**config.mk**
```make
export PLATFORM = sky130hd
export DESIGN_NAME = pae_back
export DESIGN_NICKNAME = d
export VERILOG_FILES = /design/src/rtl/pixel_affinity_edge_min_macros.svh /design/src/rtl/pae_pkg.sv /design/src/rtl/pae_back.sv
export SDC_FILE = /design/constraint.sdc
export NUM_CORES = 1
export LEC_CHECK = 0
export BUFFER_PORTS_ARGS = -buffer_cell sky130_fd_sc_hd__buf_2
export CORE_MARGIN = 5
export CORE_UTILIZATION = 52
export DETAILED_ROUTE_END_ITERATION = 12
export GPL_TIMING_DRIVEN = 1
export PLACE_DENSITY_LB_ADDON = 0.05
export SYNTH_ARGS = -nofsm -noshare
export SYNTH_HDL_FRONTEND = slang
export SYNTH_SLANG_ARGS = --single-unit
```
**constraint.sdc**
```tcl
create_clock -name clk -period 4.55 [get_ports clk]
set_input_delay 0.455 -clock clk [delete_from_list [all_inputs] [get_ports clk]]
set_output_delay 0.455 -clock clk [all_outputs]
set_load 0.03 [all_outputs]
```
**src/rtl/pixel_affinity_edge_min_macros.svh**
```systemverilog
// assertion macros shared by the pixel affinity edge block
// expects clk and rst_n in the scope of every use
`ifndef PIXEL_AFFINITY_EDGE_MIN_MACROS_SVH
`define PIXEL_AFFINITY_EDGE_MIN_MACROS_SVH

// same-cycle implication, checked outside reset
`define PAE_ASSERT_IMPL(lbl, ante, cons, msg) \
  lbl: assert property (@(posedge clk) disable iff (!rst_n) (ante) |-> (cons)) \
    else $error(msg);

// next-cycle implication, checked outside reset
`define PAE_ASSERT_NEXT(lbl, ante, cons, msg) \
  lbl: assert property (@(posedge clk) disable iff (!rst_n) (ante) |=> (cons)) \
    else $error(msg);

`endif

```
**src/rtl/pae_pkg.sv**
```systemverilog
// shared types and constants of the pixel affinity edge block
// no dependencies
package pae_pkg;

  localparam int CFG_W      = 11;   // configuration data bits
  localparam int CFG_IDX_W  = 2;    // register index bits
  localparam int ROW_W      = 10;   // row counter and edge_row bits
  localparam int COL_OUT_W  = 10;   // edge_col bits
  localparam int MAX_HEIGHT = 1024;
  localparam int QDEPTH     = 4;    // front-to-back queue entries
  localparam int QPTR_W     = 2;
  localparam int QCNT_W     = 3;

  // register indexes
  localparam logic [CFG_IDX_W-1:0] REG_FRAME_WIDTH  = 2'd0;
  localparam logic [CFG_IDX_W-1:0] REG_FRAME_HEIGHT = 2'd1;

  // configuration write as seen by the front
  typedef struct packed {
    logic                 we;
    logic [CFG_IDX_W-1:0] index;
    logic [CFG_W-1:0]     data;
  } cfg_wr_t;

  // queue fill status
  typedef struct packed {
    logic [QCNT_W-1:0] level;
    logic              empty;
  } q_status_t;

endpackage

```
**src/rtl/pae_back.sv**
```systemverilog
// back of the pixel affinity edge block: minima, pick flags and output register
// uses pae_pkg
module pae_back #(
  parameter int SAMPLE_BITS = 16,
  parameter int ENTRY_W     = 3 * 16 + 21,
  parameter int OUT_W       = 56
) (
  input  logic               clk,
  input  logic               rst_n,
  input  logic [ENTRY_W-1:0] q_dout,
  input  pae_pkg::q_status_t q_stat,
  output logic               q_pop,
  output logic               out_tvalid,
  input  logic               out_tready,
  output logic [OUT_W-1:0]   out_tdata,
  output logic [1:0]         out_tuser,
  output logic               out_tlast
);
  import pae_pkg::*;

  localparam int SB = SAMPLE_BITS;

  logic signed [SB-1:0] below, center, right;
  logic [ROW_W-1:0]     e_row;
  logic [COL_OUT_W-1:0] e_col;
  logic                 e_done;
  logic                 vpick, hpick;

  logic                 out_v_r;
  logic [SB-1:0]        vmin_r, hmin_r;
  logic                 vpick_r, hpick_r;
  logic [ROW_W-1:0]     row_r;
  logic [COL_OUT_W-1:0] col_r;
  logic                 done_r;

  assign below  = q_dout[SB-1:0];
  assign center = q_dout[2*SB-1:SB];
  assign right  = q_dout[3*SB-1:2*SB];
  assign e_row  = q_dout[3*SB+ROW_W-1:3*SB];
  assign e_col  = q_dout[3*SB+ROW_W+COL_OUT_W-1:3*SB+ROW_W];
  assign e_done = q_dout[3*SB+ROW_W+COL_OUT_W];

  // ties go to the neighbour
  assign vpick = !(center < below);
  assign hpick = !(center < right);

  assign q_pop = !q_stat.empty && (!out_v_r || out_tready);

  always_ff @(posedge clk) begin
    if (!rst_n) begin
      out_v_r <= 1'b0;
    end else if (!out_v_r || out_tready) begin
      out_v_r <= !q_stat.empty;
    end
  end

  always_ff @(posedge clk) begin
    if (q_pop) begin
      vmin_r  <= vpick ? below : center;
      hmin_r  <= hpick ? right : center;
      vpick_r <= vpick;
      hpick_r <= hpick;
      row_r   <= e_row;
      col_r   <= e_col;
      done_r  <= e_done;
    end
  end

  assign out_tvalid = out_v_r;
  assign out_tdata  = OUT_W'({col_r, row_r, hmin_r, vmin_r});
  assign out_tuser  = {hpick_r, vpick_r};
  assign out_tlast  = done_r;

endmodule

```
# == Word level (Yosys, flattened, before mapping) ==
# Index checks and enable logic that the tools add are counted.
# totals
ff_bits,56
inputBits,76
out_inout_bits,61
word_cells,18
# op_classes
n_lt_le_gt_ge,2
n_mux,2
reduce_logical,6
# op_table
operator,n
16-bit less-than comparator,2
16-bit two-way mux,2
1-bit zero test,4
1-bit logical AND,1
1-bit logical OR,1

# == Logic depth before layout (Yosys ltp) ==
# Gate-level depths: netlist (run 1).
# logic_depth
ltp_word,3
mapped_depth,9
mapped_depth_nobuf,7

# == Worst setup path before layout (run 1) ==
# OpenSTA, ideal clock, no wires.
# synth_path
kind,in2reg
start,input out_tready
end,register col_r[0] (enable)
setup_ns,0.494
arrival_ns,3.411
required_ns,4.056
setup_slack_ns,0.645
stages,2
n_path_buf,0
path_cell_list,nand2b_1 > nor2b_1
# synth_between
elab_chain_len,2
# synth_rtl
element,line,source
"start, declared",pae_back.sv:14,"input logic out_tready,"
1-bit logical OR,pae_back.sv:47,assign q_pop = !q_stat.empty && (!out_v_r || out_tready);
1-bit logical AND,pae_back.sv:47,
named net q_pop,pae_back.sv:12,"output logic q_pop,"
"end signal, assigned",pae_back.sv:64,col_r <= e_col;
"end, declared",pae_back.sv:33,logic [COL_OUT_W-1:0] col_r;
# The timed path passes the listed nets, and every way through them passes these cells.
# A chain may end at the register's enable or synchronous reset.

# == Worst setup path after layout (run 1) ==
# layout_path
start,input q_dout[22]
end,"register hmin_r[15], data pin"
# layout_between
elab_chain_len,2
# layout_rtl
element,line,source
"start, declared",pae_back.sv:10,"input logic [ENTRY_W-1:0] q_dout,"
16-bit less-than comparator,pae_back.sv:45,assign hpick = !(center < right);
16-bit two-way mux,pae_back.sv:60,hmin_r <= hpick ? right : center;
"end signal, assigned",pae_back.sv:60,
"end, declared",pae_back.sv:30,"logic [SB-1:0] vmin_r, hmin_r;"
# No other way between the ends.

==> run metrics, run 1 <==
CTS Root Cell clkbuf_8; grt met1 use 25.8%; met3 GRT Util 3.54%; P_int 0.920 mW; clock transition at the registers of the reported paths 0.11 ns; data required time of the worst path 4.62 ns; Logic pwr share 34.3%; largest area contributor in the netlist edfxtp_1; Cell Chain, Critical Path buf_2, ha_1, and3_1, o211ai_1, a21bo_2, nand3_4, mux2_1; fmax 380 MHz; Hold Path Stages 1; count of cell types in the netlist 37; Routed wire per std cell 16.4 um; PostCTS Resize Cnt 0; die span in x 98.8 um; vias in the first global route 3215; tightest hold margin 0.322 ns; CP max FO 31; Final Hold Fails 0; Final Max Slew Viols 0; first-pass GRT wire length 15.8 mm; Final min period 2.63 ns; Slew Limit Headroom 58.1%; buffers inserted by post-CTS timing repair 0; syn_area_per_cell 10.7 sq um; worst hold-check path type in -> reg; Initial DRT Pass Iterations 4; leading post-synthesis cells by cell area edfxtp_1, ha_1, a32o_1, nand4b_1, nand2_1; Peak supply drop 0.000122 V; Clock Skew 0.00720 ns; RSZ-0062 raised after global routing false; Critical Path Stages 7; GRT met2 Usage 33.4%; Sink Count 56; Die ar. 0.00977 sq mm; # IOs 137; CP max-delay cell a21bo_2; GR Util All Layers 19.6%; clk buf depth 2; Skew-Pair Late Insertion Delay 0.31 ns; CP Class in -> reg; Crit. End Element flip-flop; filler instances 662; Hold Buf Count CTS 0; global route overflow 0; cts bufs inserted 5; floorplan row count 32; Max H-tree Level 2; via count 3388; crit start category input port; IO buf count 129; switching share of power 34.3%; final-report setup violation count 0; Syn. warnings 0; placed wire-length estimate 7.17 mm; Clock Power Share 19.9%; leak pwr 2.14 nW; sequential fraction of design power 45.7%; Switch Pwr 0.480 mW; Initial Util 53.4%; Via density 5.69; gpl congestion 0.793; Pwr per Cell Area 290 mW/mm^2; DRC Markers 0; Area Overhead vs Synth 17.7%; worst r2r path cells 3; outcome finished, final reports clean; cell family with most CP delay compound AO/OA/AOI/OAI gates; Mapped Area 0.00410 sq mm; CTS tree yes; share of cells above drive strength 1 35.1%; Die Span Y 98.8 um; Yosys top cell area share 40.2%; initial antenna violation count 0; Largest stage delay, worst path 0.57 ns; remaining antenna violation count after routing 0; crit share post-route 57.8%; Total Routed Length 9.78 mm; ANT cells 0; sequential share of the synthesized area 40.7%; Slew @ Worst Pin 0.628 ns; gr busiest metal met2; MaxCap Viol Count 0; Core Util, Final 62.8%; crit path DAT 2.70 ns; Core Region 0.00769 sq mm; Synth Instances 382; largest net degree at the start of global routing 63; Final TNS setup 0 ns; fin nets 598; Yosys reg bits 56; CP bufs+invs 1; initial DRC count 175
cells by family (layout without fill, tap and decap cells):
kind of cell | count (synthesis) | in the layout | synth area share [%]
AO/OA/AOI/OAI | 86 | 86 | 20.8
XOR/XNOR | 2 | 2 | 0.427
adder cells (fa/ha/maj) | 30 | 30 | 9.15
buffers and inverters | 66 | 174 | 7.84
flip-flops | 56 | 56 | 40.7
multiplexers | 2 | 2 | 0.549
other | 1 | 4 | 0.0914
AND/OR/NAND/NOR | 139 | 139 | 20.5
synthesized netlist by cell type:
cell,number
conb_1,1
o31a_4,2
o21ai_1,2
nand2b_4,2
clkbuf_1,17
a31oi_1,2
buf_4,10
a2111oi_4,2
buf_2,5
a21bo_2,1
and2_1,1
inv_1,30
o21ai_2,1
mux2_1,2
o211ai_1,15
nor2b_1,3
a21o_1,1
nand2b_1,31
and4_1,3
o311a_1,1
and4_4,1
and3_1,2
a32o_1,30
a21boi_0,1
edfxtp_1,55
a21oi_1,6
dfxtp_1,1
nand2_1,62
o211ai_2,18
xnor2_1,2
buf_6,4
nand4_1,2
ha_1,30
o21ai_0,1
nand3_4,2
nand4b_1,30
o21a_1,3
routing by layer:
layer  up-vias  part of all wire [%]
met5         -                     0
met1      1616                    43
li1       1655                     -
met2       111                    50
met4         0                  0.94
met3         6                   6.1
layout make-up:
class                           instances  area, sq um  area share [%]
Timing Repair Buffer                  136          698            14.5
Clock buffer                            6         72.6            1.50
Clock inverter                          2         16.3           0.337
Multi-Input combinational cell        263         2130            44.1
Sequential cell                        56         1670            34.6
Tap cell                              102          128            2.64
Inverter                               30          113            2.33
cell usage in the layout (no fill, tap or decap), drive strengths merged:
cell        n
mux2        2
o21a        3
ha         30
nand4       2
clkbuf      6
a21bo       1
nand3       2
nand4b     30
a32o       30
nand2b     33
a2111oi     2
and3        2
inv        30
xnor2       2
o311a       1
o31a        2
clkinvlp    1
clkinv      1
edfxtp     55
dfxtp       1
nor2b       3
buf       136
o21ai       4
nand2      62
a21oi       6
a21o        1
a31oi       2
and2        1
a21boi      1
o211ai     33
conb        4
and4        4
path summary, 6_finish.rpt:
path | slack (ns) | startpoint | endpoint
worst min register to register | 0.52 | out_tvalid | out_tvalid
worst max-delay path | 1.92 | q_dout[22] | hmin_r[15]
worst min-delay path | 0.32 | q_dout[61] | col_r[3]
worst max register to register | 2.72 | out_tvalid | vmin_r[13]
flip-flops by register name, summed over array words and instances, names as in the netlist:
signal	flops
row_r	10
vmin_r	16
out_tvalid	1
col_r	10
vpick_r	1
hmin_r	16
out_tlast	1
hpick_r	1
stage by stage:
step / power (mW) / instances / instance area (sq um) / worst slack (ns)
after floorplan: 1.01 / 385 / 4120 / 0.645
after global placement: 1.12 / 587 / 4740 / 1.61
after detailed placement: 1.14 / 587 / 4740 / 1.56
after CTS: 1.42 / 595 / 4830 / 1.91
after global routing: 1.49 / 595 / 4830 / 1.80
final: 1.40 / 595 / 4830 / 1.92
power groups by stage:
| stage | sequential, mW | clock [mW] | combinational [mW] |
|---|---|---|---|
| 2_1_floorplan | 0.749 | 0 | 0.263 |
| 6_report | 0.640 | 0.279 | 0.481 |
| 3_3_place_gp | 0.651 | 0 | 0.473 |
| 4_1_cts | 0.641 | 0.289 | 0.486 |
| 5_1_grt | 0.645 | 0.316 | 0.527 |
| 3_5_place_dp | 0.653 | 0 | 0.484 |
Power figures use the tool's default switching activity.
==> run 2, diff against run 1 <==
clock period = 2.8 ns   (was 4.55 ns; I/O delays follow)
==> run metrics, run 2 (synthesized netlist as in run 1, its figures left out) <==
DRC Markers 0; Crit. End Element flip-flop; final-report setup violation count 0; hold wc startpoint q_dout[57]; via count 3394; Die Span Y 98.8 um; global route overflow 0; Pwr per Cell Area 501 mW/mm^2; Peak supply drop 0.000247 V; Slew Limit Headroom 59.9%; Final Hold Fails 0; Hold Path Sink row_r[9]; Sink Count 56; Total Routed Length 9.80 mm; cell family with most CP delay compound AO/OA/AOI/OAI gates; vias in the first global route 3117; data required time of the worst path 2.87 ns; PostCTS Resize Cnt 0; Clock Skew 0.0129 ns; share of cells above drive strength 1 35.6%; initial antenna violation count 0; most frequent cells in the layout buf_2, nand2_1, edfxtp_1, nand2b_1; crit path DAT 2.21 ns; MaxCap Viol Count 0; crit-path most repeated cell o211ai_1; Worst R2R Start out_tvalid; Cells after DPL 591; Area Overhead vs Synth 19.8%; first-pass GRT wire length 15.5 mm; die span in x 98.8 um; RSZ-0062 raised after global routing false; Initial DRT Pass Iterations 4; Clock Power Share 25.6%; Largest stage delay, worst path 0.51 ns; Via density 5.67; largest net degree at the start of global routing 63; Cell Chain, Critical Path buf_2, ha_1, and4_1, o211ai_1, o31a_4, nand3_4, buf_4, o211ai_1; ANT cells 0; crit start category input port; outcome finished, final reports clean; CP max-delay cell o31a_4; Hold Path Stages 1; most common cell after layout, fill and taps aside buf_2; Die ar. 0.00977 sq mm; CP bufs+invs 2; placed wire-length estimate 7.22 mm; Initial Util 53.4%; switching share of power 31.7%; CP Class in -> reg; fmax 466 MHz; CTS tree yes; Final min period 2.15 ns; sequential fraction of design power 42.3%; Skew-Pair Late Insertion Delay 0.31 ns; Switch Pwr 0.780 mW; filler instances 662; P_int 1.68 mW; crit share post-route 76.6%; remaining antenna violation count after routing 0; PnR worst setup slack 0.654 ns; initial DRC count 171; fin nets 602; Pwr Total 2.46 mW; # IOs 137; Logic pwr share 32.1%; cts bufs inserted 5; clock transition at the registers of the reported paths 0.11 ns; post-route cell area 0.00491 sq mm; clk buf depth 2; dpl ws 0.317 ns; placed cell area 0.00478 sq mm; worst hold-check path type in -> reg; Hold Buf Count CTS 0; Slew @ Worst Pin 0.600 ns; buffers inserted by post-CTS timing repair 0; Final Max Slew Viols 0; CP max FO 31; Non-Filler Instances 599; IO buf count 129; Critical R2R Capture row_r[2]; Final TNS setup 0 ns; leak pwr 2.19 nW; Routed wire per std cell 16.4 um; floorplan row count 32; gpl congestion 0.820; GR Util All Layers 19.5%; CTS Root Cell clkbuf_8; worst r2r path cells 3; Max H-tree Level 2; biggest regs hmin_r: 16 flops, vmin_r: 16 flops; Worst R2R Setup Slack 1.20 ns; Core Region 0.00769 sq mm
[run 2: how the worst max path moves through the flow]
stage / cells past startpoint / slack [ns] / start / to
2_1_floorplan: 2 / 0.16 / out_tvalid / col_r[0]
3_3_place_gp: 8 / 0.33 / q_dout[27] / hmin_r[4]
3_5_place_dp: 8 / 0.32 / q_dout[27] / hmin_r[4]
4_1_cts: 8 / 0.66 / q_dout[27] / hmin_r[4]
5_1_grt: 8 / 0.55 / q_dout[27] / hmin_r[4]
6_report: 8 / 0.65 / q_dout[27] / hmin_r[4]
[run 2: stage by stage]
| step | utilization [%] | hold WS (ns) |
|---|---|---|
| final | 63.9 | 0.138 |
| after global placement | 62.2 | 0.456 |
| after CTS | 63.9 | 0.127 |
| after floorplan | - | 0.379 |
| after detailed placement | 62.2 | 0.459 |
| after global routing | 63.9 | 0.123 |
[run 2: layout make-up]
cell class / count / area, sq um / area share (%)
Tap cell: 102 / 128 / 2.60
Sequential cell: 56 / 1670 / 34.0
Clock inverter: 2 / 60.1 / 1.22
Clock buffer: 6 / 72.6 / 1.48
Multi-Input combinational cell: 263 / 2130 / 43.3
Timing Repair Buffer: 140 / 741 / 15.1
Inverter: 30 / 113 / 2.29
[run 2: power by group through the flow]
| stage | Combinational, mW | Sequential (mW) | Clock, mW |
|---|---|---|---|
| global route | 0.863 | 1.05 | 0.675 |
| global placement | 0.778 | 1.06 | 0 |
| floorplan | 0.427 | 1.21 | 0 |
| finish | 0.790 | 1.04 | 0.630 |
| detailed placement | 0.794 | 1.06 | 0 |
| CTS | 0.798 | 1.04 | 0.654 |
[run 2: metal layers]
| metal | global-route usage (%) | vias up | part of all wire [%] |
|---|---|---|---|
| met1 | 26.2 | 1594 | 44 |
| met5 | 0 | - | 0 |
| met3 | 3.54 | 9 | 7.2 |
| li1 | - | 1663 | - |
| met2 | 32.4 | 128 | 47 |
| met4 | 5.04 | 0 | 1.4 |
