$ cat config.mk
export PLATFORM = sky130hd
export DESIGN_NAME = pae_queue
export DESIGN_NICKNAME = d
export VERILOG_FILES = /design/src/rtl/pae_pkg.sv /design/src/rtl/pae_queue.sv
export VERILOG_INCLUDE_DIRS = /design/src /design/src/rtl
export SDC_FILE = /design/constraint.sdc
export NUM_CORES = 1
export LEC_CHECK = 0
export BUFFER_PORTS_ARGS = -buffer_cell sky130_fd_sc_hd__buf_2
export CORE_UTILIZATION = 45
export CTS_BUF_LIST = sky130_fd_sc_hd__clkbuf_4 sky130_fd_sc_hd__clkbuf_8 sky130_fd_sc_hd__clkbuf_16
export CTS_CLUSTER_DIAMETER = 80
export DETAILED_ROUTE_END_ITERATION = 8
export GPL_ROUTABILITY_DRIVEN = 1
export PLACE_DENSITY = 0.66
export SYNTH_ARGS = -nofsm -noshare
export SYNTH_HDL_FRONTEND = slang
export SYNTH_SLANG_ARGS = --single-unit
$ cat constraint.sdc
create_clock -name clk -period 6.4 [get_ports clk]
set_clock_uncertainty 0.1 [all_clocks]
set_input_delay 0.32 -clock clk [delete_from_list [all_inputs] [get_ports clk]]
set_output_delay 0.32 -clock clk [all_outputs]
set_load 0.01 [all_outputs]
$ cat src/rtl/pixel_affinity_edge_min_macros.svh
// assertion macros shared by the pixel affinity edge block
// expects clk and rst_n in the scope of every use
`ifndef PIXEL_AFFINITY_EDGE_MIN_MACROS_SVH
`define PIXEL_AFFINITY_EDGE_MIN_MACROS_SVH

// same-cycle implication, checked outside reset
`define PAE_ASSERT_IMPL(lbl, ante, cons, msg) \
  lbl: assert property (@(posedge clk) disable iff (!rst_n) (ante) |-> (cons)) \
    else $error(msg);

// next-cycle implication, checked outside reset
`define PAE_ASSERT_NEXT(lbl, ante, cons, msg) \
  lbl: assert property (@(posedge clk) disable iff (!rst_n) (ante) |=> (cons)) \
    else $error(msg);

`endif

$ cat src/rtl/pae_pkg.sv
// shared types and constants of the pixel affinity edge block
// no dependencies
package pae_pkg;

  localparam int CFG_W      = 11;   // configuration data bits
  localparam int CFG_IDX_W  = 2;    // register index bits
  localparam int ROW_W      = 10;   // row counter and edge_row bits
  localparam int COL_OUT_W  = 10;   // edge_col bits
  localparam int MAX_HEIGHT = 1024;
  localparam int QDEPTH     = 4;    // front-to-back queue entries
  localparam int QPTR_W     = 2;
  localparam int QCNT_W     = 3;

  // register indexes
  localparam logic [CFG_IDX_W-1:0] REG_FRAME_WIDTH  = 2'd0;
  localparam logic [CFG_IDX_W-1:0] REG_FRAME_HEIGHT = 2'd1;

  // configuration write as seen by the front
  typedef struct packed {
    logic                 we;
    logic [CFG_IDX_W-1:0] index;
    logic [CFG_W-1:0]     data;
  } cfg_wr_t;

  // queue fill status
  typedef struct packed {
    logic [QCNT_W-1:0] level;
    logic              empty;
  } q_status_t;

endpackage

$ cat src/rtl/pae_queue.sv
// short queue between front and back of the pixel affinity edge block
// uses pae_pkg
`include "pixel_affinity_edge_min_macros.svh"
module pae_queue #(
  parameter int WIDTH = 69
) (
  input  logic               clk,
  input  logic               rst_n,
  input  logic               push,
  input  logic [WIDTH-1:0]   din,
  input  logic               pop,
  output logic [WIDTH-1:0]   dout,
  output pae_pkg::q_status_t stat
);
  import pae_pkg::*;

  logic [WIDTH-1:0]  slot_r [QDEPTH];
  logic [QPTR_W-1:0] wr_ptr_r, rd_ptr_r;
  logic [QCNT_W-1:0] level_r, level_nxt;

  always_comb begin
    level_nxt = level_r;
    if (push && !pop) begin
      level_nxt = level_r + QCNT_W'(1);
    end else if (pop && !push) begin
      level_nxt = level_r - QCNT_W'(1);
    end
  end

  always_ff @(posedge clk) begin
    if (!rst_n) begin
      wr_ptr_r <= '0;
      rd_ptr_r <= '0;
      level_r  <= '0;
    end else begin
      level_r <= level_nxt;
      if (push) begin
        wr_ptr_r <= wr_ptr_r + QPTR_W'(1);
      end
      if (pop) begin
        rd_ptr_r <= rd_ptr_r + QPTR_W'(1);
      end
    end
  end

  always_ff @(posedge clk) begin
    if (push) begin
      slot_r[wr_ptr_r] <= din;
    end
  end

  assign dout       = slot_r[rd_ptr_r];
  assign stat.level = level_r;
  assign stat.empty = (level_r == '0);

  `PAE_ASSERT_IMPL(a_no_overflow, push, level_r < QCNT_W'(QDEPTH), "push into full queue")
  `PAE_ASSERT_NEXT(a_level_step, push && !pop, level_r == $past(level_r) + QCNT_W'(1), "level did not step on push")

endmodule

# Word level (Yosys, flattened, before mapping)
# Memory sizes are Yosys's and may differ from the RTL's. A register that Yosys moved wholly into a read port is not among the register bits.
# Index checks and enable logic that the tools add are counted.
[word_totals] n_memories=1 reg_bits=7 out_inout_bits=73 word_cells=20 ramBits=276 input_bits=73
[mem_list] name="slot_r" depth=4 width=69 read_ports=1 rd_ports_with_merged_regs=1 write_ports=1 line_no="pae_queue.sv:17" source="logic [WIDTH-1:0] slot_r [QDEPTH];"
[classes] n_mux=6 n_reduce_logical=6 addsub=4
[ops] op="3-bit 2-to-1 mux" count=2
[ops] op="2-bit by 1-bit adder with 2-bit output (second input constant)" count=2
[ops] op="2-bit 2-to-1 mux" count=2
[ops] op="3-bit by 1-bit adder with 3-bit output (second input constant)" count=1
[ops] op="3-bit zero test" count=1
[ops] op="3-bit by 1-bit subtractor with 3-bit output (second input constant)" count=1
[ops] op="1-bit logical AND" count=2
[ops] op="1-bit zero test" count=2
[ops] op="1-bit 2-to-1 mux" count=2
[ops] op="2-bit nonzero test" count=1

# Depth between registers and ports, before layout
# Gate-level depths: netlist (run 1).
[logic_depth] ltp_word=4 ltp_mapped=7 depth_no_buf=7

# Worst setup path before layout (run 1)
# OpenSTA, ideal clock, no wires.
[synth_timing] kind="register to register" start="reg wr_ptr_r[0]" end="mem slot_r[0][0], enable pin" path_slack_ns=3.708 arrival_ns=2.158 required_ns=5.866 path_buffers=0 setup_time_ns=0.434 synth_period_minus_slack_ns=2.692 stages_incl_launch_ff=4 cell_sequence="dfxtp_1 > inv_1 > ha_1 > and2_1"
[synth_lines] element="start, declared" line_no="pae_queue.sv:18" source="logic [QPTR_W-1:0] wr_ptr_r, rd_ptr_r;"
[synth_lines] element="start signal, assigned" line_no="pae_queue.sv:38" source="wr_ptr_r <= wr_ptr_r + QPTR_W'(1);"
[synth_lines] element="end, declared" line_no="pae_queue.sv:17"
# No word-level cell before the write port.

==> impl_metrics.json, run 1 <==
{
  "status": "finished clean",
  "max_stage_delay_ns": 0.94,
  "setup_viol": 0,
  "yosysSeqAreaShare_pct": 81.4,
  "die_height_microns": 154,
  "max_slew_margin_pct": 27.5,
  "setup_ws_ns": 3.06,
  "cts_resized": 0,
  "fp.dieArea_sq_mm": 0.0237,
  "r2r_slack_ns": 4.23,
  "placed_cell_area_sq_mm": 0.0114,
  "num_vias": 4886,
  "hold_path_depth": 3,
  "worst-path-stages": 3,
  "busiest_layer": "met2",
  "post-cts-setup-buffers": 0,
  "antenna_left": 0,
  "n_fill_cell": 1661,
  "drt-total-wl_microns": 18900,
  "syn_to_final_growth_pct": 25.4,
  "ys_warn_count": 0,
  "powerDensity_mw_per_mm2": 322,
  "synth_seq_cells": 285,
  "hpwlAfterDp_microns": 10600,
  "peakVddDrop_v": 0.000238,
  "crit_slowest_cell": "dfxtp_4",
  "clockRootBuffer": "clkbuf_16",
  "tightest_slew_ns": 1.09,
  "crit_required_ns": 5.98,
  "arrival_ns": 2.92,
  "crit_buf_inv": 2,
  "via_per_inst": 5.19,
  "hold_class": "in2reg",
  "numPortBuffers": 145,
  "dr.pass1.iters": 4,
  "gr-usage-met2_pct": 28.8,
  "start_util_pct": 46.0,
  "finalPower_w": 0.00420,
  "grt_use_met1_pct": 20.5,
  "rsz0062_at_grt": "no",
  "drt_iter0_drc": 237,
  "grt_max_degree": 70,
  "ios": 146,
  "yosysUniqueCellTypes": 21,
  "fmax_ghz": 0.300,
  "final_design_area_no_fill_sq_mm": 0.0130,
  "crit_chain": "buf_4, mux4_2, buf_2",
  "period_share_pct": 52.1,
  "syn_nets": 482,
  "htreeDepth": 1,
  "cp_top_family": "flip-flops",
  "grtUsageMet3_pct": 3.83,
  "period_minus_slack_ns": 3.34,
  "drive_above_1_share_pct": 41.1,
  "r2r_cells": 4,
  "num_antenna_cells": 0,
  "power_leakage_nw": 4.47,
  "pre_cts_ws_ns": 3.50,
  "end_kind": "output port",
  "synth_top_area_share_pct": 79.7,
  "die_x_microns": 154,
  "maxCapViolations": 0,
  "rows": 55,
  "crit_type": "reg2out",
  "drv_slew": 0,
  "gp_congestion": 0.671,
  "netlist_area_sq_mm": 0.0104,
  "synth_area_leaders": "edfxtp_1, mux4_2, dfxtp_1",
  "clock-sinks": 285,
  "netlist.top_cell.by_area": "edfxtp_1",
  "nNetsFinal": 715,
  "grt_antenna_before_repair": 0,
  "cts_max_path_buffers": 3,
  "drc_errors": 0,
  "tritoncts": "built",
  "grt_pass1_wl_microns": 29600,
  "grt_overflow_total": 0,
  "grt_pass1_vias": 5344,
  "critical_path.startpoint_type": "flop",
  "avgSynthCellArea_sq_um": 25.8,
  "cts_buffers": 29,
  "path_max_fanout": 42,
  "core_sq_mm": 0.0226,
  "clk_latency_ns": 0.52,
  "syn_inst": 403,
  "ctsHoldBuffers": 70,
  "finalSetupTns_ns": 0,
  "grt_usage_pct": 16.5,
  "wl_per_cell_microns": 20.1,
  "path_clk_slew_ns": 0.06,
  "hold_viol": 0
}
[metal layers]
metal  vias up  wire length, microns
met4         0                   410
met5         -                     0
li1       2188                     -
met1      2506                  7750
met2       154                  9720
met3        38                  1060
[final cells by class]
| type | instances | area, sq um | share of cell area (%) |
|---|---|---|---|
| Multi-Input combinational cell | 98 | 1810 | 13.8 |
| Tap cell | 285 | 357 | 2.73 |
| Sequential cell | 285 | 8480 | 65.0 |
| Inverter | 4 | 15.0 | 0.115 |
| Clock inverter | 11 | 82.6 | 0.633 |
| Timing Repair Buffer | 218 | 1450 | 11.1 |
| Clock buffer | 41 | 860 | 6.59 |
[worst reg2reg max path, delay by kind of cell (launching register included)]
kind	cells	cell delay [ns]
buffers and inverters	2	0.74
AND/OR/NAND/NOR	1	0.44
adder cells (fa/ha/maj)	1	0.15
flip-flops	1	0.35
[kinds of logic after synthesis]
family,Yosys count,synth area share (%)
flops,285,81.4
mux,71,15.1
buf+inv,20,1.35
simple gates,14,0.806
fa+ha+maj,6,0.794
xor+xnor,5,0.421
compound gates,2,0.120
[metrics by stage]
stage | hold WS, ns | instances | utilization, %
2_1_floorplan | 0.319 | 403 | -
3_3_place_gp | 0.386 | 820 | 50.4
3_5_place_dp | 0.430 | 820 | 50.4
4_1_cts | 0.0399 | 942 | 57.6
5_1_grt | 0.0602 | 942 | 57.6
6_report | 0.0678 | 942 | 57.6
[final timing paths]
check             endpoint        start
max               dout[62]         flop
min                   flop          pop
max reg2reg  slot_r[2][21]  wr_ptr_r[0]
min reg2reg     level_r[2]   level_r[2]
[where the power goes]
group / internal (W) / switching [W] / leakage, nW
clock network: 0.000968 / 0.000642 / 0.465
registers: 0.00214 / 0.0000538 / 2.61
logic: 0.000204 / 0.000186 / 1.39
[synthesized netlist by cell type]
| cell type | count |
|---|---|
| edfxtp_1 | 276 |
| mux4_2 | 69 |
| and2_1 | 9 |
| dfxtp_1 | 9 |
| buf_4 | 6 |
| clkbuf_1 | 5 |
| ha_1 | 5 |
| inv_1 | 4 |
| xor2_1 | 3 |
| buf_12 | 2 |
| buf_2 | 2 |
| mux2i_1 | 2 |
| nor2b_1 | 2 |
| xnor2_1 | 2 |
| a21boi_0 | 1 |
| buf_6 | 1 |
| fa_1 | 1 |
| nand2_1 | 1 |
| nor3_1 | 1 |
| o21ai_0 | 1 |
| or3_1 | 1 |
[state kept, by name (all words and copies together), names as in the netlist, named ones only]
signal	cells
level_r	3
wr_ptr_r	2
rd_ptr_r	2
slot_r	276
[layout by cell type, fill, tap and decap left out, types with 5 or more instances in the layout]
master and instances:
mux4_2 69, clkinv_1 5, edfxtp_1 276, dlygate4sd3_1 70
clkbuf_16 29, buf_2 145, clkbuf_8 7, and2_1 5
clkbuf_4 5, dfxtp_1 7, ha_1 5
Power figures use the tool's default switching activity.
==> run 2, diff against run 1 <==
--- a/config.mk
+++ b/config.mk
@@ -6,13 +6,14 @@
 export SDC_FILE = /design/constraint.sdc
 export NUM_CORES = 1
 export LEC_CHECK = 0
+export ABC_AREA = 1
 export BUFFER_PORTS_ARGS = -buffer_cell sky130_fd_sc_hd__buf_2
 export CORE_UTILIZATION = 45
 export CTS_BUF_LIST = sky130_fd_sc_hd__clkbuf_4 sky130_fd_sc_hd__clkbuf_8 sky130_fd_sc_hd__clkbuf_16
 export CTS_CLUSTER_DIAMETER = 80
 export DETAILED_ROUTE_END_ITERATION = 8
 export GPL_ROUTABILITY_DRIVEN = 1
-export PLACE_DENSITY = 0.66
+export PLACE_DENSITY = 0.68
 export SYNTH_ARGS = -nofsm -noshare
 export SYNTH_HDL_FRONTEND = slang
 export SYNTH_SLANG_ARGS = --single-unit
==> constraint.sdc (replaced) <==
create_clock -name clk -period 2.95 [get_ports clk]
set_clock_uncertainty 0.1 [all_clocks]
set_input_delay 0.1475 -clock clk [delete_from_list [all_inputs] [get_ports clk]]
set_output_delay 0.1475 -clock clk [all_outputs]
set_load 0.01 [all_outputs]
==> impl_metrics.json, run 2 <==
{
  "period_share_pct": 79.8,
  "nNetsFinal": 1023,
  "syn_to_final_growth_pct": 24.4,
  "drt_iter0_drc": 506,
  "ios": 146,
  "post-cts-setup-buffers": 0,
  "setup_viol": 0,
  "arrival_ns": 2.11,
  "start_util_pct": 46.4,
  "status": "finished clean",
  "finalSetupTns_ns": 0,
  "yosysUniqueCellTypes": 22,
  "wl_per_cell_microns": 17.5,
  "synth_commonest_cells": "edfxtp_1, nor2_1, o21ai_0",
  "via_per_inst": 5.24,
  "crit_required_ns": 2.70,
  "clk_latency_ns": 0.53,
  "syn_nets": 803,
  "powerDensity_mw_per_mm2": 668,
  "largest_register": "slot_r",
  "synth_ff_type": "edfxtp_1",
  "crit_type": "reg2out",
  "fmax_ghz": 0.425,
  "rsz0062_at_grt": "no",
  "drv_slew": 0,
  "dr.pass1.iters": 4,
  "tightest_slew_ns": 0.625,
  "grt_usage_pct": 18.3,
  "final_common_cell": "edfxtp_1",
  "netlist_area_sq_mm": 0.0107,
  "gp_congestion": 0.717,
  "clock-sinks": 285,
  "async_flop_share_pct": 0,
  "fp.dieArea_sq_mm": 0.0243,
  "path_max_fanout": 28,
  "avgSynthCellArea_sq_um": 14.7,
  "placed_cell_area_sq_mm": 0.0117,
  "grt_antenna_before_repair": 1,
  "yosysMostFrequentCell": "edfxtp_1",
  "hpwlAfterDp_microns": 12000,
  "synth_area_leaders": "edfxtp_1, nor2_1, o21ai_0",
  "layout_common_cells": "edfxtp_1, buf_2, nor2_1",
  "die_height_microns": 156,
  "max_stage_delay_ns": 0.58,
  "synth_seq_cells": 285,
  "rows": 55,
  "hold_viol": 0,
  "crit_slowest_cell": "dfxtp_2",
  "ys_warn_count": 0,
  "min_from": "din[14]",
  "htreeDepth": 1,
  "netlist.top_cell.by_area": "edfxtp_1",
  "synth_edf_count": 276,
  "drc_errors": 0,
  "synth_top_area_share_pct": 77.6,
  "cts_buffers": 29,
  "maxCapViolations": 0,
  "grt_pass1_wl_microns": 34500,
  "hold_class": "in2reg",
  "cts_max_path_buffers": 3,
  "path_clk_slew_ns": 0.06,
  "grt_overflow_total": 0,
  "tritoncts": "built",
  "cts_resized": 0,
  "numPortBuffers": 145,
  "antenna_left": 0,
  "period_minus_slack_ns": 2.35,
  "syn_inst": 724,
  "end_kind": "output port",
  "final_design_area_no_fill_sq_mm": 0.0133,
  "timing.rr.start": "wr_ptr_r[0]",
  "peakVddDrop_v": 0.000469,
  "die_x_microns": 156,
  "critical_path.startpoint_type": "flop",
  "max_slew_margin_pct": 58.4,
  "crit_chain": "buf_4, o21ai_0, o22ai_1, buf_2",
  "grt_max_degree": 139,
  "grt_pass1_vias": 6551,
  "largestRegisters": "slot_r: 276 flops, level_r: 3 flops",
  "num_vias": 6681,
  "yosysSeqAreaShare_pct": 79.3,
  "largest_reg_flops": 276,
  "drive_above_1_share_pct": 21.9,
  "power_leakage_nw": 4.72,
  "drt-total-wl_microns": 22300,
  "clockRootBuffer": "clkbuf_16",
  "core_sq_mm": 0.0230
}
[run 2: changes by cell type in the layout (fill, tap and decap cells not counted), sizes merged, moves of 8 or more]
| cell | change |
|---|---|
| o21ai | +143 |
| and2 | -9 |
| inv | +14 |
| buf | +12 |
| mux4 | -69 |
| nand2 | +8 |
| nor2 | +143 |
| o22ai | +69 |
[run 2: cells by family after synthesis]
group / count (synthesis) / synth area share (%)
flops: 285 / 79.3
fa+ha+maj: 6 / 0.774
simple gates: 155 / 5.50
buf+inv: 61 / 3.42
compound gates: 217 / 11.0
[run 2: final timing paths]
check	endpoint	slack, ns	cells past startpoint
hold reg to reg	flop	0.34	1
hold / removal	slot_r[1][14]	0.27	2
setup reg to reg	slot_r[0][42]	1.09	5
setup / recovery	dout[43]	0.60	4
[run 2: area by class of cell]
type | instances | area (sq um)
repair buffers | 233 | 1640
clock inverters | 12 | 86.3
diodes | 1 | 2.50
well taps | 313 | 392
inverters | 17 | 66.3
clock buffers | 36 | 778
flip-flops and latches | 285 | 8470
fillers | 1849 | 9700
multi-input cells | 378 | 1840
[run 2: timing repair]
action / in CTS / in global routing
hold endpoints to repair: 285 / 0
endpoints found under the setup margin: 0 / 0
hold buffers: 73 / 0
[run 2: power breakdown]
part           total, W  leakage, nW  switching, W  internal [W]
Clock           0.00332        0.426       0.00138       0.00193
Sequential      0.00467         2.61     0.0000478       0.00463
Combinational  0.000880         1.69      0.000544      0.000337
[run 2: per-layer routing]
| layer | up-vias | share of wire (%) | track usage, % | wire, microns |
|---|---|---|---|---|
| li1 | 3165 | - | - | - |
| met1 | 3283 | 44 | 24.7 | 9810 |
| met2 | 193 | 48 | 30.1 | 10700 |
| met3 | 40 | 5.9 | 3.39 | 1320 |
| met4 | 0 | 2.4 | 6.07 | 537 |
| met5 | - | 0 | 0 | 0 |
[run 2: stage by stage]
| step | util (%) | setup WS, ns | total power, W | std cells | hold WS [ns] |
|---|---|---|---|---|---|
| after floorplan | - | 0.499 | 0.00522 | 724 | 0.146 |
| after global routing | 57.8 | 0.423 | 0.00921 | 1275 | 0.252 |
| after CTS | 57.8 | 0.553 | 0.00895 | 1274 | 0.237 |
| final | 57.8 | 0.596 | 0.00887 | 1275 | 0.269 |
| after detailed placement | 50.8 | 1.06 | 0.00556 | 1153 | 0.263 |
| after global placement | 50.8 | 1.11 | 0.00554 | 1153 | 0.262 |
[run 2: worst max-delay path, delay by kind of cell (launching register included)]
kind	cells	cell delay (ns)
buffers and inverters	2	0.58
AO/OA/AOI/OAI	2	0.41
flip-flops	1	0.58
==> run 3, diff against run 2 <==
--- a/config.mk
+++ b/config.mk
@@ -13,7 +13,7 @@
 export CTS_CLUSTER_DIAMETER = 80
 export DETAILED_ROUTE_END_ITERATION = 8
 export GPL_ROUTABILITY_DRIVEN = 1
-export PLACE_DENSITY = 0.68
+export PLACE_DENSITY = 0.66
 export SYNTH_ARGS = -nofsm -noshare
 export SYNTH_HDL_FRONTEND = slang
 export SYNTH_SLANG_ARGS = --single-unit
==> constraint.sdc (replaced) <==
create_clock -name clk -period 2.2 [get_ports clk]
set_clock_uncertainty 0.1 [all_clocks]
set_input_delay 0.11 -clock clk [delete_from_list [all_inputs] [get_ports clk]]
set_output_delay 0.11 -clock clk [all_outputs]
set_load 0.01 [all_outputs]
==> impl_metrics.json, run 3 (same netlist as run 2, synthesis figures left out) <==
{
  "cts_buffers": 29,
  "hold_viol": 0,
  "crit_slowest_cell": "dfxtp_4",
  "r2r_slack_ns": 0.42,
  "setup_ws_ns": 0.108,
  "largestRegisters": "slot_r: 276 flops, level_r: 3 flops",
  "grt_max_degree": 89,
  "grt_overflow_total": 0,
  "grt_antenna_before_repair": 1,
  "drt_iter0_drc": 411,
  "finalPower_w": 0.0123,
  "finalSetupTns_ns": 0,
  "powerDensity_mw_per_mm2": 909,
  "antenna_left": 0,
  "period_share_pct": 95.1,
  "pre_cts_ws_ns": 0.387,
  "numPortBuffers": 145,
  "rr_endpoint": "slot_r[1][44]",
  "rsz0062_at_grt": "no",
  "period_minus_slack_ns": 2.09,
  "num_antenna_cells": 0,
  "gp_congestion": 0.725,
  "drv_slew": 0,
  "max_stage_delay_ns": 0.40,
  "crit_buf_inv": 2,
  "layout_common_cells": "edfxtp_1, buf_2, nor2_1",
  "fmax_ghz": 0.478,
  "largest_register": "slot_r",
  "htreeDepth": 1,
  "drive_above_1_share_pct": 22.9,
  "timing.rr.start": "wr_ptr_r[1]",
  "core_sq_mm": 0.0230,
  "min_to": "slot_r[3][24]",
  "die_height_microns": 156,
  "nNetsFinal": 1026,
  "arrival_ns": 1.88,
  "crit_chain": "buf_6, o21ai_0, o22ai_1, buf_2",
  "cts_max_path_buffers": 3,
  "clk_latency_ns": 0.52,
  "crit_type": "reg2out",
  "post-cts-setup-buffers": 0,
  "clock-sinks": 285,
  "rows": 55,
  "drc_errors": 0,
  "die_x_microns": 156,
  "fp.dieArea_sq_mm": 0.0243,
  "tritoncts": "built",
  "critical_path.startpoint_type": "flop",
  "start_util_pct": 46.4,
  "final_common_cell": "edfxtp_1",
  "hpwlAfterDp_microns": 12200,
  "grt_pass1_wl_microns": 34700,
  "syn_to_final_growth_pct": 26.6,
  "cp_top_family": "buffers and inverters",
  "drt-total-wl_microns": 22300,
  "via_per_inst": 5.20,
  "power_leakage_nw": 4.80,
  "ios": 146,
  "wl_per_cell_microns": 17.4,
  "tightest_slew_ns": 0.473,
  "min_from": "din[24]",
  "peakVddDrop_v": 0.000641,
  "max_slew_margin_pct": 68.5,
  "hold_class": "in2reg",
  "path_max_fanout": 50,
  "end_kind": "output port",
  "status": "finished clean",
  "hold_ws_ns": 0.231,
  "crit_required_ns": 1.99,
  "clockRootBuffer": "clkbuf_16",
  "path_clk_slew_ns": 0.06,
  "dr.pass1.iters": 5,
  "maxCapViolations": 0,
  "grt_usage_pct": 18.5,
  "setup_viol": 0,
  "grt_pass1_vias": 6728,
  "num_vias": 6665,
  "r2r_cells": 5,
  "largest_reg_flops": 276,
  "hold_path_depth": 2
}
[run 3: changes by cell type in the layout (fill, tap and decap cells not counted), sizes merged]
cell | previous run | this run
clkbuf | 36 | 44
clkinv | 8 | 7
bufinv | 1 | 2
diode | 1 | 0
inv | 18 | 12
buf | 160 | 163
clkinvlp | 2 | 5
[run 3: how the worst max path moves through the flow]
| stage | startpoint | end | slack, ns | cells after the start |
|---|---|---|---|---|
| finish | flop | dout[17] | 0.11 | 4 |
| global route | flop | dout[2] | 0.007 | 4 |
| CTS | flop | dout[43] | 0.02 | 5 |
| detailed placement | wr_ptr_r[1] | slot_r[1][51] | 0.39 | 5 |
| global placement | wr_ptr_r[0] | slot_r[0][44] | 0.42 | 5 |
| floorplan | wr_ptr_r[0] | slot_r[0][0] | 0.02 | 4 |
[run 3: repair_timing]
item | CTS | global route
cloned | 0 | 0
hold buffers | 73 | 0
endpoints found under the hold margin | 285 | 0
setup endpoints to repair | 2 | 11
resized for setup | 1 | 6
[run 3: stage by stage]
step	cell area [sq um]	cells	util, %
floorplan	10700	724	-
global placement	11800	1156	51.3
detailed placement	11800	1156	51.3
CTS	13500	1282	58.7
global route	13500	1282	58.8
finish	13500	1282	58.8
[run 3: power breakdown]
part / leakage (nW) / switching, W / internal (W)
clock: 0.479 / 0.00188 / 0.00291
sequential: 2.61 / 0.0000610 / 0.00620
combinational: 1.71 / 0.000742 / 0.000483
total: 4.80 / 0.00269 / 0.00959
[run 3: layer usage]
metal	track usage, %	vias to the layer above	wire [microns]
li1	-	3173	-
met3	3.36	39	1290
met5	0	-	13
met1	24.5	3245	9710
met2	31.0	206	10900
met4	5.46	2	425
[run 3: final cells by class]
cell class	instances	area [sq um]
timing repair buffer	236	1760
fill	1843	9470
multi-input combinational	378	1850
inverter	17	85.1
clock buffer	44	857
clock inverter	9	93.8
sequential	285	8470
tap	313	392
